`src/hw/rtl/gf2m_arith_unit_assert.svh`:
```
// Assertion macros for the GF(2^m) arithmetic unit.
// Expects signals named clock and reset in the including module.
`ifndef GF2M_ARITH_UNIT_ASSERT_SVH
`define GF2M_ARITH_UNIT_ASSERT_SVH

// Same-cycle implication, off while reset is high.
`define GF2M_ASSERT_IMPL(label, ante, cons, msg) \
   label: assert property (@(posedge clock) disable iff (reset) (ante) |-> (cons)) \
      else $error(msg);

// Next-cycle implication, checked through reset as well.
`define GF2M_ASSERT_NEXT(label, ante, cons, msg) \
   label: assert property (@(posedge clock) (ante) |=> (cons)) \
      else $error(msg);

`endif

```
`src/hw/rtl/gf2m_pkg.sv`:
```
// Shared types and constants for the GF(2^m) arithmetic unit.
// No dependencies.
`default_nettype none

package gf2m_pkg;

   localparam int ELEM_W                  = 64;
   localparam int FIELD_W_W               = 7;
   localparam int CSR_DATA_W              = 64;
   localparam int CELL_STEPS              = 8;
   localparam int DEFAULT_MAX_FIELD_WIDTH = 64;

   localparam logic [FIELD_W_W-1:0] MIN_FIELD_WIDTH   = 7'd2;
   localparam logic [FIELD_W_W-1:0] FIELD_WIDTH_RESET = 7'd8;
   localparam logic [ELEM_W-1:0]    POLY_RESET        = 64'd29;
   localparam logic [ELEM_W-1:0]    ELEM_ONE          = 64'd1;

   typedef enum logic [1:0] {
      OP_ADD = 2'd0,
      OP_MUL = 2'd1,
      OP_DIV = 2'd2,
      OP_INV = 2'd3
   } op_type;

   typedef enum logic {
      CSR_FIELD_WIDTH    = 1'b0,
      CSR_REDUCTION_POLY = 1'b1
   } csr_index_type;

   // Field setup broadcast to every cell.
   typedef struct packed {
      logic [FIELD_W_W-1:0] width;
      logic [ELEM_W-1:0]    mask;
      logic [ELEM_W-1:0]    top;
      logic [ELEM_W-1:0]    poly;
   } field_cfg_type;

   // One slot of the cell chain: squaring multiplier (s*) and
   // accumulator multiplier (a*), each as shifted operand x, remaining
   // multiplier bits y and partial product p.
   typedef struct packed {
      logic                 valid;
      op_type               op;
      logic                 div_by_zero;
      logic [ELEM_W-1:0]    sx;
      logic [ELEM_W-1:0]    sy;
      logic [ELEM_W-1:0]    sp;
      logic [ELEM_W-1:0]    ax;
      logic [ELEM_W-1:0]    ay;
      logic [ELEM_W-1:0]    ap;
   } stage_type;

endpackage

`default_nettype wire

```
`src/hw/rtl/gf2m_cell.sv`:
```
// One cell of the multiplier chain: CELL_STEPS shift-and-add steps of the
// squaring and accumulator multipliers, registered. Depends on gf2m_pkg.
`default_nettype none

module gf2m_cell #(
   parameter int ROUND = 0,
   parameter bit FIRST = 1'b1,
   parameter bit LAST  = 1'b1
) (
   input  wire logic                   clock,
   input  wire logic                   reset,
   input  wire logic                   advance,
   input  gf2m_pkg::field_cfg_type     cfg,
   input  gf2m_pkg::stage_type         stage_i,
   output gf2m_pkg::stage_type         stage_o
);
   import gf2m_pkg::*;

   localparam logic [FIELD_W_W-1:0] RoundIdx = FIELD_W_W'(ROUND);

   stage_type stage_ff;
   stage_type stage_in;
   logic      acc_en;

   // multiply by x modulo the field polynomial
   function automatic logic [ELEM_W-1:0] xtime(input logic [ELEM_W-1:0] x,
                                                input field_cfg_type c);
      logic carry;
      carry = |(x & c.top);
      return ((x << 1) & c.mask) ^ ({ELEM_W{carry}} & c.poly);
   endfunction

   // whether this round multiplies the accumulator by the current power
   always_comb begin
      acc_en = 1'b0;
      case (stage_i.op) inside
         OP_MUL:         acc_en = (RoundIdx == 7'd0);
         OP_DIV, OP_INV: acc_en = (RoundIdx != 7'd0) && (RoundIdx < cfg.width);
         default:        acc_en = 1'b0;
      endcase
   end

   always_comb begin
      stage_in = stage_i;
      if (FIRST) begin
         // round start: s -> s*s, acc -> acc*s (or acc*1 when idle)
         stage_in.sy = stage_i.sx;
         stage_in.sp = '0;
         stage_in.ay = acc_en ? stage_i.sx : ELEM_ONE;
         stage_in.ap = '0;
      end
      for (int k = 0; k < CELL_STEPS; k++) begin
         stage_in.sp = stage_in.sp ^ ({ELEM_W{stage_in.sy[0]}} & stage_in.sx);
         stage_in.sy = stage_in.sy >> 1;
         stage_in.sx = xtime(stage_in.sx, cfg);
         stage_in.ap = stage_in.ap ^ ({ELEM_W{stage_in.ay[0]}} & stage_in.ax);
         stage_in.ay = stage_in.ay >> 1;
         stage_in.ax = xtime(stage_in.ax, cfg);
      end
      if (LAST) begin
         stage_in.sx = stage_in.sp;
         stage_in.ax = stage_in.ap;
      end
   end

   always_ff @(posedge clock) begin
      if (reset) begin
         stage_ff.valid <= 1'b0;
      end else if (advance) begin
         stage_ff <= stage_in;
      end
   end

   assign stage_o = stage_ff;

endmodule

`default_nettype wire
```
`config.mk`:
```
export PLATFORM = sky130hd
export DESIGN_NAME = gf2m_cell
export DESIGN_NICKNAME = d
export VERILOG_FILES = /design/src/hw/rtl/gf2m_arith_unit_assert.svh /design/src/hw/rtl/gf2m_pkg.sv /design/src/hw/rtl/gf2m_cell.sv
export SDC_FILE = /design/constraint.sdc
export NUM_CORES = 2
export LEC_CHECK = 0
export ABC_AREA = 1
export BUFFER_PORTS_ARGS = -buffer_cell sky130_fd_sc_hd__buf_4
export CORE_AREA = 2 2 384 386
export CTS_BUF_LIST = sky130_fd_sc_hd__clkbuf_8
export DETAILED_ROUTE_END_ITERATION = 6
export DIE_AREA = 0 0 386 388
export PLACE_DENSITY = 0.67
export SYNTH_ARGS = -nofsm -noshare
export SYNTH_HDL_FRONTEND = slang
export SYNTH_SLANG_ARGS = --single-unit
export TNS_END_PERCENT = 50
```
`constraint.sdc`:
```
create_clock -name clock -period 16.9 [get_ports clock]
set_input_delay 1.69 -clock clock [delete_from_list [all_inputs] [get_ports clock]]
set_output_delay 1.69 -clock clock [all_outputs]
set_load 0.005 [all_outputs]
```
==> results.json <==
{
  "fillCellCount": 15900,
  "coreArea_um2": 145000,
  "setup_tns_ns": 0,
  "timing_worst_setup_path_type": "in -> reg",
  "p_sw_w": 0.00193,
  "fin_crit_ns": 14.29,
  "synth_top_family_by_area": "simple AND/OR/NAND/NOR gates",
  "hold_depth": 2,
  "postCtsSetupRepairBufs": 0,
  "antenna_found_initial": 39,
  "ys_seq_area_share_pct": 13.6,
  "power.leakage_nw": 33.0,
  "wire_per_inst_um": 25.1,
  "multiInputGateArea_um2": 39400,
  "netSwitchingFraction_pct": 50.3,
  "clock_power_share_pct": 13.7,
  "reg2reg_depth": 2,
  "synthMuxAreaShare_pct": 0,
  "via_per_inst": 5.72,
  "path_clk_slew_ns": 0.06,
  "regArea_um2": 7320,
  "dp_cells": 12300,
  "cts.sinks": 244,
  "critical-path-top-delay-family": "simple AND/OR/NAND/NOR gates",
  "violations": "DRC",
  "num_rows": 140,
  "path_depth": 73,
  "dp_hpwl_um": 258000,
  "synth_compound_area_share_pct": 8.11,
  "crit_top_cell": "nand2_1",
  "irDropWorstVdd_mv": 0.0560,
  "io_buffers": 697,
  "max_stage_delay_ns": 0.80,
  "synth_simple_gate_area_share_pct": 52.2,
  "gp_congestion": 1.03,
  "yosysUniqueCellTypes": 30,
  "worst_slack_ns": 2.61,
  "cts_resized": 0,
  "cts_root_buf": "clkbuf_8",
  "cap_violations": 0,
  "status": "finished, violations left",
  "io_pins": 978,
  "max_freq_mhz": 70.0,
  "postSynthCellCount": 9916,
  "utilization_pct": 43.2,
  "finalHoldViolations": 0,
  "end_kind": "register",
  "drive_gt1_share_pct": 12.4,
  "layout.cells.non_filler": 12400,
  "dieHeight_um": 388,
  "syn_area_um2": 53900,
  "start_util_pct": 37.1,
  "pre_cts_ws_ns": 2.26,
  "finalSetupViolCount": 0,
  "path_max_fanout": 80,
  "num_vias": 70800,
  "relSlewSlack_pct": 19.9,
  "synth_seq_cells": 244,
  "die_x_um": 386,
  "drtPass1Iterations": 7,
  "drtIter0Drc": 11100,
  "p_comb_share_pct": 65.3,
  "intPower_w": 0.00191,
  "final_nets": 11000,
  "worstSkewPairLatency_ns": 0.68,
  "largest_reg_flops": 244,
  "dieArea_um2": 150000,
  "area.growth.synth_to_final_pct": 16.5,
  "grt_pass1_vias": 61500,
  "drcViolationCount": 28,
  "drt_wl_total_um": 311000,
  "skew_ns": 0,
  "postCtsHoldBufs": 0,
  "dpl_cell_area_um2": 61900,
  "fin_area_um2": 62700,
  "period_share_pct": 84.5,
  "seq_power_share_pct": 21.0,
  "synth_fa_ha_area_share_pct": 0,
  "rsz0062_at_grt": "false",
  "path_buf_inv": 14,
  "crit_required_ns": 17.32,
  "cts_tree": "built",
  "p_per_area_nw_per_um2": 61.3,
  "hold_class": "reg -> reg",
  "syn_area_per_cell_um2": 5.43,
  "start_kind": "input pin",
  "grt_pass1_wl_um": 435000,
  "gr-total-overflow": 0,
  "cts_buffer_depth": 3,
  "numCtsBuffers": 42,
  "arrival_ns": 14.70,
  "worstMarginPinSlew_ns": 1.20,
  "cpMaxStageDelayCell": "nor2_4",
  "synth_xor_area_share_pct": 12.5,
  "drv_slew": 0,
  "grt_max_degree": 95,
  "ant_nets": 0,
  "htreeDepth": 2,
  "yosysWarnings": 0,
  "grt_use_total_pct": 39.7
}
synthesized netlist by cell type, drive strengths merged:
library cell / instances / area [um^2]
a21oi: 3 / 15.0
and2: 4 / 25.0
buf: 408 / 2510
clkbuf: 330 / 1250
clkinv: 14 / 52.6
conb: 1 / 3.75
dfxtp: 1 / 20.0
edfxtp: 243 / 7300
inv: 940 / 3530
nand2: 2710 / 10200
nand3: 2184 / 11000
nand3b: 26 / 195
nand4: 156 / 976
nor2: 1497 / 5680
o21ai: 150 / 751
o21bai: 473 / 3550
o22ai: 8 / 50.1
xnor2: 447 / 3920
xor2: 321 / 2810
cell type report:
| cell class | instances | area share [%] |
|---|---|---|
| Clock buffer | 42 | 0.921 |
| Inverter | 954 | 5.71 |
| Sequential cell | 244 | 11.7 |
| Multi-Input combinational cell | 7995 | 62.8 |
| Clock inverter | 25 | 0.269 |
| Timing Repair Buffer | 1170 | 14.6 |
| Antenna cell | 40 | 0.160 |
| Tap cell | 1917 | 3.82 |
final timing paths:
| kind | from | to | slack [ns] |
|---|---|---|---|
| max | cfg[119] | stage_o[181] | 2.61 |
| min | stage_o[387] | stage_o[387] | 0.51 |
| max reg2reg | stage_o[387] | stage_o[387] | 16.27 |
| min reg2reg | stage_o[387] | stage_o[387] | 0.51 |
cells by family after synthesis:
family | count (synthesis)
simple gates | 6577
other cells | 1
buf+inv | 1692
flops | 244
compound gates | 634
xor+xnor | 768
cells in the final DEF, fill, tap and decap left out, drive strengths merged:
cell,instances
nand4,156
nand3b,26
o21ai,150
clkinv,19
diode,40
nor2,1497
a21oi,3
o22ai,8
xnor2,447
clkbuf,42
nand3,2184
conb,16
o21bai,473
nand2,2710
buf,1170
bufinv,2
clkinvlp,2
and2,4
xor2,321
dfxtp,1
edfxtp,243
inv,956
through the flow:
step,hold WS (ns),power (W)
after global routing,0.537,0.00405
after CTS,0.496,0.00374
after floorplan,0.449,0.00225
final,0.507,0.00384
after global placement,0.471,0.00318
after detailed placement,0.497,0.00321
power by group through the flow:
stage	clock (W)	sequential (W)	combinational (W)
final	0.000527	0.000808	0.00251
after global routing	0.000562	0.000816	0.00267
after CTS	0.000542	0.000810	0.00239
after detailed placement	0	0.000821	0.00239
after global placement	0	0.000819	0.00236
after floorplan	0	0.000825	0.00143
worst reg2reg max path: stages, from the launching register on:
cell and delay (ns):
dfxtp_1 0.37, nand2_1 0.07, a21oi_1 0.12
per-layer routing:
layer  track usage, %  part of all wire (%)
met1             59.9                    44
met2             50.3                    36
met3             14.7                    16
met4             12.3                   3.2
met5                0                 0.015
(Power assumes the default switching activity.)
