File: src/hw/rtl/gf2m_arith_unit_assert.svh
// Assertion macros for the GF(2^m) arithmetic unit.
// Expects signals named clock and reset in the including module.
`ifndef GF2M_ARITH_UNIT_ASSERT_SVH
`define GF2M_ARITH_UNIT_ASSERT_SVH

// Same-cycle implication, off while reset is high.
`define GF2M_ASSERT_IMPL(label, ante, cons, msg) \
   label: assert property (@(posedge clock) disable iff (reset) (ante) |-> (cons)) \
      else $error(msg);

// Next-cycle implication, checked through reset as well.
`define GF2M_ASSERT_NEXT(label, ante, cons, msg) \
   label: assert property (@(posedge clock) (ante) |=> (cons)) \
      else $error(msg);

`endif

File: src/hw/rtl/gf2m_pkg.sv
// Shared types and constants for the GF(2^m) arithmetic unit.
// No dependencies.
`default_nettype none

package gf2m_pkg;

   localparam int ELEM_W                  = 64;
   localparam int FIELD_W_W               = 7;
   localparam int CSR_DATA_W              = 64;
   localparam int CELL_STEPS              = 8;
   localparam int DEFAULT_MAX_FIELD_WIDTH = 64;

   localparam logic [FIELD_W_W-1:0] MIN_FIELD_WIDTH   = 7'd2;
   localparam logic [FIELD_W_W-1:0] FIELD_WIDTH_RESET = 7'd8;
   localparam logic [ELEM_W-1:0]    POLY_RESET        = 64'd29;
   localparam logic [ELEM_W-1:0]    ELEM_ONE          = 64'd1;

   typedef enum logic [1:0] {
      OP_ADD = 2'd0,
      OP_MUL = 2'd1,
      OP_DIV = 2'd2,
      OP_INV = 2'd3
   } op_type;

   typedef enum logic {
      CSR_FIELD_WIDTH    = 1'b0,
      CSR_REDUCTION_POLY = 1'b1
   } csr_index_type;

   // Field setup broadcast to every cell.
   typedef struct packed {
      logic [FIELD_W_W-1:0] width;
      logic [ELEM_W-1:0]    mask;
      logic [ELEM_W-1:0]    top;
      logic [ELEM_W-1:0]    poly;
   } field_cfg_type;

   // One slot of the cell chain: squaring multiplier (s*) and
   // accumulator multiplier (a*), each as shifted operand x, remaining
   // multiplier bits y and partial product p.
   typedef struct packed {
      logic                 valid;
      op_type               op;
      logic                 div_by_zero;
      logic [ELEM_W-1:0]    sx;
      logic [ELEM_W-1:0]    sy;
      logic [ELEM_W-1:0]    sp;
      logic [ELEM_W-1:0]    ax;
      logic [ELEM_W-1:0]    ay;
      logic [ELEM_W-1:0]    ap;
   } stage_type;

endpackage

`default_nettype wire

File: src/hw/rtl/gf2m_csr.sv
// Field width and reduction polynomial registers, plus derived masks.
// Depends on gf2m_pkg.
`default_nettype none

module gf2m_csr #(
   parameter int MAX_FIELD_WIDTH = gf2m_pkg::DEFAULT_MAX_FIELD_WIDTH
) (
   input  wire logic                                clock,
   input  wire logic                                reset,
   input  wire logic                                csr_write_en,
   input  gf2m_pkg::csr_index_type                  csr_index,
   input  wire logic [gf2m_pkg::CSR_DATA_W-1:0]     csr_wdata,
   output gf2m_pkg::field_cfg_type                  cfg
);
   import gf2m_pkg::*;

   localparam logic [FIELD_W_W-1:0] MaxWidth = FIELD_W_W'(MAX_FIELD_WIDTH);

   logic [FIELD_W_W-1:0] field_width_ff;
   logic [ELEM_W-1:0]    poly_ff;
   logic [FIELD_W_W-1:0] eff_width;
   logic [FIELD_W_W-1:0] top_idx;

   always_ff @(posedge clock) begin
      if (reset) begin
         field_width_ff <= FIELD_WIDTH_RESET;
         poly_ff        <= POLY_RESET;
      end else if (csr_write_en) begin
         unique case (csr_index)
            CSR_FIELD_WIDTH:    field_width_ff <= csr_wdata[FIELD_W_W-1:0];
            CSR_REDUCTION_POLY: poly_ff        <= csr_wdata[ELEM_W-1:0];
         endcase
      end
   end

   // clamp to [2, MAX_FIELD_WIDTH]
   always_comb begin
      eff_width = field_width_ff;
      if (field_width_ff < MIN_FIELD_WIDTH) eff_width = MIN_FIELD_WIDTH;
      if (field_width_ff > MaxWidth)        eff_width = MaxWidth;
   end

   assign top_idx = eff_width - 7'd1;

   always_comb begin
      cfg.width = eff_width;
      for (int i = 0; i < ELEM_W; i++) begin
         cfg.mask[i] = (FIELD_W_W'(i) < eff_width);
         cfg.top[i]  = (FIELD_W_W'(i) == top_idx);
      end
      cfg.poly = poly_ff & cfg.mask;
   end

endmodule

`default_nettype wire

File: config.mk
export PLATFORM = sky130hd
export DESIGN_NAME = gf2m_csr
export DESIGN_NICKNAME = d
export VERILOG_FILES = /design/src/hw/rtl/gf2m_arith_unit_assert.svh /design/src/hw/rtl/gf2m_pkg.sv /design/src/hw/rtl/gf2m_csr.sv
export SDC_FILE = /design/constraint.sdc
export NUM_CORES = 1
export LEC_CHECK = 0
export BUFFER_PORTS_ARGS = -buffer_cell sky130_fd_sc_hd__buf_4
export CORE_AREA = 2 2 104 106
export DETAILED_ROUTE_END_ITERATION = 8
export DIE_AREA = 0 0 106 108
export PLACE_DENSITY = 0.76
export REMOVE_ABC_BUFFERS = 1
export SETUP_SLACK_MARGIN = 0.5
export SYNTH_ARGS = -nofsm -noshare
export SYNTH_HDL_FRONTEND = slang
export SYNTH_SLANG_ARGS = --single-unit
File: constraint.sdc
create_clock -name clock -period 2.18 [get_ports clock]
set_input_delay 0.327 -clock clock [delete_from_list [all_inputs] [get_ports clock]]
set_output_delay 0.327 -clock clock [all_outputs]
set_load 0.02 [all_outputs]
==> out/qor.txt, run 1 <==
Yosys top cell area share -> 0.346
IO Pins -> 267
htree depth -> 3
hold_buf cts -> 0
Chip Height -> 108 um
Die Wd -> 106 um
Mapped Area -> 0.00411 sq mm
Async SR Flop Fraction -> 0
top post-synthesis cells by area -> dfxtp_1, nand2_1, a21oi_1
Cells after Synth -> 633
EDFF count, synth -> 0
largest net degree at the start of global routing -> 72
port bufs -> 263
Last stage -> global routing (5_1_grt)
Synth cell types -> 44
Main synth FF type -> dfxtp_1
status -> stopped before the end
Clock Tree Buf Depth -> 2
WEP type -> top-level output
worst endpoint after global-route timing repair -> cfg[93]
hpwl dp -> 12.9 mm
Cell Area, Placed -> 0.00630 sq mm
Run Error -> [ERROR DPL-0033] detailed placement checks failed during check placement.
Starting Density -> 0.402
Root Buffer -> clkbuf_8
CTS Buf Count -> 9
row cnt -> 37
sequential share of the synthesized area -> 0.346
Syn Area/Cell -> 6.50 sq um
top cell type by total area after synthesis -> dfxtp_1
clk sinks -> 71
Seq cells post-synth -> 71
Synth warnings -> 0
GPL Wtd Cong -> 0.871
antenna violations before repair -> 0
==> kinds of logic after synthesis <==
kind of cell / Yosys count / synth area share
and+or+nand+nor: 359 / 0.399
DFF: 71 / 0.346
other: 2 / 0.00183
buffers and inverters: 72 / 0.0779
AOI/OAI and AO/OA: 129 / 0.176
==> Yosys cell counts (2+ instances only) <==
library cell / number
nor2_2: 10
nor4_1: 3
nand2b_1: 4
clkbuf_1: 32
buf_1: 7
buf_2: 10
nand3_1: 6
or2_2: 2
a21boi_0: 3
nor3b_1: 3
o21ai_0: 30
nor2_1: 70
a21oi_2: 2
o21a_1: 3
buf_6: 3
a31oi_1: 2
a21oi_1: 74
conb_1: 2
and2_1: 52
nor3_1: 4
or3_1: 2
a21o_1: 5
nand2_1: 185
inv_1: 16
buf_4: 4
nand3b_1: 5
dfxtp_1: 71
nor2b_1: 7
==> repair_timing <==
| action | CTS |
|---|---|
| gates cloned | 3 |
| setup buffers | 89 |
| resized for setup | 412 |
| endpoints found under the setup margin | 191 |
| pin swaps | 78 |
| hold endpoints to repair | 0 |
==> metrics by stage <==
step,setup slack (ps),std cells,TNS (ps),util
2_1_floorplan,-969,578,-53690,-
3_3_place_gp,139,1011,0,0.616
3_5_place_dp,56.9,1011,0,0.616
4_1_cts,-183,1117,-5690,0.842
==> inputs of run 2 (changes only) <==
--- a/config.mk
+++ b/config.mk
@@ -6,12 +6,11 @@
 export NUM_CORES = 1
 export LEC_CHECK = 0
 export BUFFER_PORTS_ARGS = -buffer_cell sky130_fd_sc_hd__buf_4
-export CORE_AREA = 2 2 104 106
+export CORE_MARGIN = 2
+export CORE_UTILIZATION = 40
 export DETAILED_ROUTE_END_ITERATION = 8
-export DIE_AREA = 0 0 106 108
-export PLACE_DENSITY = 0.76
+export PLACE_DENSITY_LB_ADDON = 0.15
 export REMOVE_ABC_BUFFERS = 1
-export SETUP_SLACK_MARGIN = 0.5
 export SYNTH_ARGS = -nofsm -noshare
 export SYNTH_HDL_FRONTEND = slang
 export SYNTH_SLANG_ARGS = --single-unit
==> run 2 against run 1 <==
Effect of this change: the flow now finishes, with violations (setup timing); area after synthesis unchanged; synthesized cell count unchanged.
==> out/qor.txt, run 2 <==
status -> finished with violations
failing checks -> setup timing
DR iter-0 viols -> 327
Starting Density -> 0.406 (+0.00367)
kind of critical path -> reg2out
Synth cell types -> 44 (unchanged)
Reg2Reg Launch Point -> field_width_ff[3]$_SDFFE_PP1P_
Antenna Nets Post-Route -> 0
Slew Limit Fails -> 0
top-count cell post-synth -> nand2_1
CTS tree -> built
Mapped Area -> 0.00411 sq mm (unchanged)
sequential share of the synthesized area -> 0.346 (unchanged)
CP endpoint kind -> primary output
Cell Area, Placed -> 0.00628 sq mm (-0.24%)
finished layout cell area -> 0.00732 sq mm
routed len/inst -> 17.0 um
Clock Tree Buf Depth -> 2 (unchanged)
worst min-delay path class -> in2reg
Final Net Count -> 972
EDFF count, synth -> 0 (unchanged)
IO Pins -> 267 (unchanged)
area grow syn2layout -> 77.9%
Hold Path Origin -> csr_wdata[2]
max reg flops -> 64
commonest non-fill, non-tap cell in the layout -> buf_4
skew final -> 0 ps
CTS Buf Count -> 9 (unchanged)
Remaining DRCs -> 0
Slowest-stage cell, CP -> or4_4
FF-to-FF End -> field_width_ff[3]$_SDFFE_PP1P_
Yosys top cell area share -> 0.346 (unchanged)
worst hold path depth -> 3
hpwl dp -> 12.6 mm (-2.5%)
met1 WL -> 6.46 mm
routed vias/inst -> 5.18
worst vdd ir -> 378 uV
routed vias -> 5411
Die Wd -> 105 um (-0.57%)
Hold EP -> poly_ff[2]$_SDFFE_PP1P_
full die area -> 0.0111 sq mm
most frequent cells in the layout -> buf_4, nand2_1, a21oi_1
Async SR Flop Fraction -> 0 (unchanged)
Final Cycle Share -> 1.08
final wirelength -> 17.7 mm
antenna cell count -> 0
Max Used Layer -> met4
Clk pin slew, worst setup/hold paths -> 80 ps
unrepaired setup endpoints after global routing -> yes
Filler cells -> 868
GPL Wtd Cong -> 0.899 (+3.2%)
vias in the first global route -> 5183
drt first pass iters -> 6
Regs by FF count -> poly_ff (64), field_width_ff (7)
endpoints failing setup -> 67
Syn Area/Cell -> 6.50 sq um (unchanged)
DR WL met2 -> 9.36 mm
antenna violations before repair -> 0
Final Util -> 0.722
Cells after Synth -> 633 (unchanged)
htree depth -> 3 (unchanged)
met3 wire len -> 1.38 mm
Overall Global Routing Usage -> 0.299
top cell type by total area after synthesis -> dfxtp_1
Max-slew headroom -> 0.194
Main synth FF type -> dfxtp_1
Worst EP required -> 1850 ps
pwr/cell area -> 526 mW/mm^2
R2R depth -> 5
fmax -> 424 MHz
CP Launch Type -> register
Max Cap Viol -> 0
top post-synthesis cells by area -> dfxtp_1, nand2_1, a21oi_1
hold_buf cts -> 0 (unchanged)
port bufs -> 263 (unchanged)
Tot Pwr -> 3.85 mW
Max stage delay on crit path -> 600 ps
Final min period -> 2360 ps
CP Max Fanout -> 13
critical path, cell by cell -> or4_4 > nor3b_1 > o21ai_2 > buf_12 > nor2_1 > buf_4
Core Area -> 0.0101 sq mm
delay-heaviest family, CP -> simple AND/OR/NAND/NOR gates
row cnt -> 37 (unchanged)
Leak -> 3.38 nW
Top reg by flops -> poly_ff
Root Buffer -> clkbuf_8
Synth top cells by count -> nand2_1, a21oi_1, dfxtp_1, nor2_1, and2_1
Seq cells post-synth -> 71 (unchanged)
first-pass GRT wire length -> 26.6 mm
Buffers & Inverters on Critical Path -> 2
grt ovf -> 0
latest clock arrival within the worst-skew pair -> 350 ps
Chip Height -> 105 um (-2.4%)
pre-CTS WS -> 58.2 ps (+1.26 ps)
CP arrival -> 2030 ps
share of cells above drive strength 1 -> 0.465
largest net degree at the start of global routing -> 72
Synth warnings -> 0 (unchanged)
R2R setup slack -> 820 ps
worst slew pin tran -> 1210 ps
Final WS setup -> -176 ps
clk sinks -> 71 (unchanged)
Hold Vio Cnt, Final -> 0
## run 2: cell counts after synthesis
No cell type changed its count.
## run 2: stage by stage
stage	hold WS (ps)	instances	TNS, ps
6_report	203	1045	-6780
5_1_grt	189	1045	-12740
4_1_cts	194	1036	-6380
3_5_place_dp	442	1009	0
3_3_place_gp	437	1009	0
2_1_floorplan	396	578	-53690
## run 2: kinds of logic after synthesis
family	count (synthesis)	share of synthesized area
compound gates	129	0.176
buf+inv	72	0.0779
flops	71	0.346
other cells	2	0.00183
simple gates	359	0.399
## run 2: repair_timing
action                     4_1_cts  5_1_grt
setup endpoints to repair      118      103
gates resized for setup         84       94
setup buffers                   10        8
pin swaps                       15       16
hold endpoints to repair         0        0
gates cloned                     1        1
## run 2: worst register-to-register path, delay by kind of cell, from the launching register on
kind	cells	cell delay, ps
buffers and inverters	3	570
flip-flops	1	350
AND/OR/NAND/NOR	1	50
AO/OA/AOI/OAI	1	290
## run 2: final cells by class
| type | count | area (sq um) | share of cell area |
|---|---|---|---|
| Inverter | 16 | 63.8 | 0.00872 |
| Multi-Input combinational cell | 492 | 2830 | 0.387 |
| Clock inverter | 7 | 120 | 0.0164 |
| Tap cell | 136 | 170 | 0.0233 |
| Timing Repair Buffer | 314 | 2570 | 0.352 |
| Clock buffer | 9 | 124 | 0.0169 |
| Sequential cell | 71 | 1430 | 0.196 |
## run 2: worst max path at each step
stage / endpoint / slack (ps) / startpoint / depth (start not counted)
6_report: cfg[93] / -180 / field_width_ff[3]$_SDFFE_PP1P_ / 6
5_1_grt: cfg[77] / -260 / field_width_ff[3]$_SDFFE_PP1P_ / 5
4_1_cts: cfg[93] / -190 / field_width_ff[2]$_SDFFE_PP0P_ / 6
3_5_place_dp: cfg[77] / 60 / field_width_ff[2]$_SDFFE_PP0P_ / 5
3_3_place_gp: cfg[77] / 120 / field_width_ff[2]$_SDFFE_PP0P_ / 5
2_1_floorplan: cfg[26] / -970 / field_width_ff[6]$_SDFFE_PP0P_ / 6
## run 2: metal layers
metal / vias up / GRT usage
met5: - / 0
met1: 2572 / 0.327
met4: 0 / 0.102
met2: 236 / 0.556
met3: 40 / 0.0761
li1: 2563 / -
## run 2: power breakdown
| part | switching (mW) | internal, mW |
|---|---|---|
| clock | 0.551 | 0.764 |
| combinational | 0.664 | 0.475 |
| sequential | 0.0387 | 1.36 |
(Power assumes the default switching activity.)
==> inputs of run 3 (changes only) <==
--- a/config.mk
+++ b/config.mk
@@ -10,6 +10,7 @@
 export CORE_UTILIZATION = 40
 export DETAILED_ROUTE_END_ITERATION = 8
 export PLACE_DENSITY_LB_ADDON = 0.15
+export RECOVER_POWER = 25
 export REMOVE_ABC_BUFFERS = 1
 export SYNTH_ARGS = -nofsm -noshare
 export SYNTH_HDL_FRONTEND = slang
==> run 3 against run 2 <==
Effect of this change: the run ends with capacitance limit, slew limit, setup timing left; sequential share of layout area up 0.067 points; total power is essentially flat; via count grew 0.54%; sequential cell count did not move; design area fell by 0.34%; clock power barely moved; clock skew unchanged; die area stayed put; hold slack gained 0.58 ps; maximum frequency is 0.14% lower; critical path depth is the same; non-clock buffer count stayed put.
==> out/qor.txt, run 3 (synthesis results as in run 2) <==
Die Wd -> 105 um (unchanged)
skew final -> 0 ps (unchanged)
worst hold path depth -> 3 (unchanged)
Clk pin slew, worst setup/hold paths -> 80 ps (about the same)
Internal -> 2.59 mW (-0.15%)
Final min period -> 2360 ps (+3.36 ps)
Reg2Reg Launch Point -> field_width_ff[3]$_SDFFE_PP1P_
worst min-delay path class -> in2reg
fmax -> 424 MHz (-0.14%)
Final Cycle Share -> 1.08 (+0.00154)
max reg flops -> 64 (unchanged)
clock power share -> 0.342 (about the same)
Filler cells -> 878 (+1.2%)
Post-Layout Cell Count -> 1045 (unchanged)
final wirelength -> 17.8 mm (+0.24%)
Clock Tree Buf Depth -> 2 (unchanged)
CP endpoint kind -> primary output
Max-slew headroom -> -0.0107 (-0.204)
Overall Global Routing Usage -> 0.299 (unchanged)
most frequent cells in the layout -> buf_4, nand2_1, a21oi_1
hpwl dp -> 12.6 mm (unchanged)
endpoints failing setup -> 67 (unchanged)
routed vias -> 5440 (+0.54%)
pwr/cell area -> 527 mW/mm^2 (+0.25%)
worst slew pin tran -> 1520 ps (+306 ps)
GPL Wtd Cong -> 0.899 (unchanged)
Final Net Count -> 972 (unchanged)
CP arrival -> 2030 ps (about the same)
hold_buf cts -> 0 (unchanged)
worst vdd ir -> 376 uV (-0.38%)
routed vias/inst -> 5.21 (+0.54%)
CTS Buf Count -> 9 (unchanged)
Switching Share -> 0.326 (+0.000385)
drt first pass iters -> 5 (-1)
vias in the first global route -> 5183 (unchanged)
commonest non-fill, non-tap cell in the layout -> buf_4
R2R setup slack -> 810 ps (about the same)
CP Max Fanout -> 13 (unchanged)
full die area -> 0.0111 sq mm (unchanged)
Antenna Nets Post-Route -> 0 (unchanged)
status -> finished with violations
latest clock arrival within the worst-skew pair -> 350 ps (about the same)
dpl cells -> 1009 (unchanged)
Max Cap Viol -> 1 (+1)
Cell Area, Placed -> 0.00628 sq mm (unchanged)
clk sinks -> 71 (unchanged)
grt ovf -> 0 (unchanged)
Leak -> 3.35 nW (-0.71%)
CP Launch Type -> register
sw power -> 1.25 mW (about the same)
Regs by FF count -> poly_ff (64), field_width_ff (7)
Worst EP required -> 1850 ps (about the same)
Remaining DRCs -> 0 (unchanged)
unrepaired setup endpoints after global routing -> yes
kind of critical path -> reg2out
Sequential Area -> 0.00143 sq mm (unchanged)
Tot Pwr -> 3.85 mW (about the same)
IO Pins -> 267 (unchanged)
Root Buffer -> clkbuf_8
largest net degree at the start of global routing -> 72 (unchanged)
DR iter-0 viols -> 312 (-4.6%)
CTS tree -> built
R2R depth -> 5 (unchanged)
FF-to-FF End -> field_width_ff[3]$_SDFFE_PP1P_
failing checks -> capacitance limit, slew limit, setup timing
sequential power share -> 0.363 (about the same)
antenna violations before repair -> 0 (unchanged)
area grow syn2layout -> 77.3%
combinational share of power -> 0.295 (about the same)
Hold Vio Cnt, Final -> 0 (unchanged)
Slew Limit Fails -> 72 (+72)
port bufs -> 263 (unchanged)
footprint of the multi-input gates -> 0.00283 sq mm (unchanged)
Core Area -> 0.0101 sq mm (unchanged)
antenna cell count -> 0 (unchanged)
Top reg by flops -> poly_ff
finished layout cell area -> 0.00729 sq mm (-0.34%)
row cnt -> 37 (unchanged)
routed len/inst -> 17.0 um (+0.24%)
Final WS setup -> -180 ps (-3.36 ps)
Final Util -> 0.719 (-0.00247)
share of cells above drive strength 1 -> 0.459 (-0.00660)
Hold EP -> poly_ff[2]$_SDFFE_PP1P_
Hold Path Origin -> csr_wdata[2]
htree depth -> 3 (unchanged)
first-pass GRT wire length -> 26.6 mm (unchanged)
Chip Height -> 105 um (unchanged)
Starting Density -> 0.406 (unchanged)
[run 3: cell type report]
cell class | instances | share of cell area
Multi-Input combinational cell | 492 | 0.388
Timing Repair Buffer | 314 | 0.349
Sequential cell | 71 | 0.197
Tap cell | 136 | 0.0233
Clock buffer | 9 | 0.0170
Clock inverter | 7 | 0.0165
Inverter | 16 | 0.00875
[run 3: power by group through the flow]
stage	clock, mW	combinational, mW	sequential [mW]
after CTS	1.33	1.05	1.39
after detailed placement	0	0.974	1.42
after global placement	0	0.962	1.42
after global routing	1.39	1.20	1.40
final	1.31	1.14	1.40
after floorplan	0	0.450	1.44
[run 3: through the flow]
| step | TNS, ps | hold WS [ps] | setup slack (ps) |
|---|---|---|---|
| 6_report | -6910 | 204 | -180 |
| 2_1_floorplan | -53690 | 396 | -969 |
| 3_5_place_dp | 0 | 442 | 58.2 |
| 4_1_cts | -6380 | 194 | -186 |
| 3_3_place_gp | 0 | 437 | 122 |
| 5_1_grt | -12920 | 189 | -261 |
[run 3: repair_timing]
action	in CTS	in global routing
hold endpoints to repair	0	0
pin swaps	15	16
endpoints found under the setup margin	118	103
cloned	1	1
resized for setup	84	94
setup buffers	10	8
[run 3: layer usage]
metal	GRT usage	vias up	share of wire
met5	0	-	0
met4	0.102	0	0.029
li1	-	2557	-
met1	0.327	2601	0.37
met2	0.556	242	0.53
met3	0.0761	40	0.077
[run 3: worst max-delay path: stages (launching register included)]
cell     delay [ps]
dfxtp_2         350
or4_4           600
nor3b_1         180
o21ai_2         170
buf_12          170
nor2_1           50
buf_4           170
[run 3: worst max path at each step]
stage	from	endpoint	slack (ps)	depth (start not counted)
finish	field_width_ff[3]$_SDFFE_PP1P_	cfg[93]	-180	6
global route	field_width_ff[3]$_SDFFE_PP1P_	cfg[77]	-260	5
CTS	field_width_ff[2]$_SDFFE_PP0P_	cfg[93]	-190	6
detailed placement	field_width_ff[2]$_SDFFE_PP0P_	cfg[77]	60	5
global placement	field_width_ff[2]$_SDFFE_PP0P_	cfg[77]	120	5
floorplan	field_width_ff[6]$_SDFFE_PP0P_	cfg[26]	-970	6
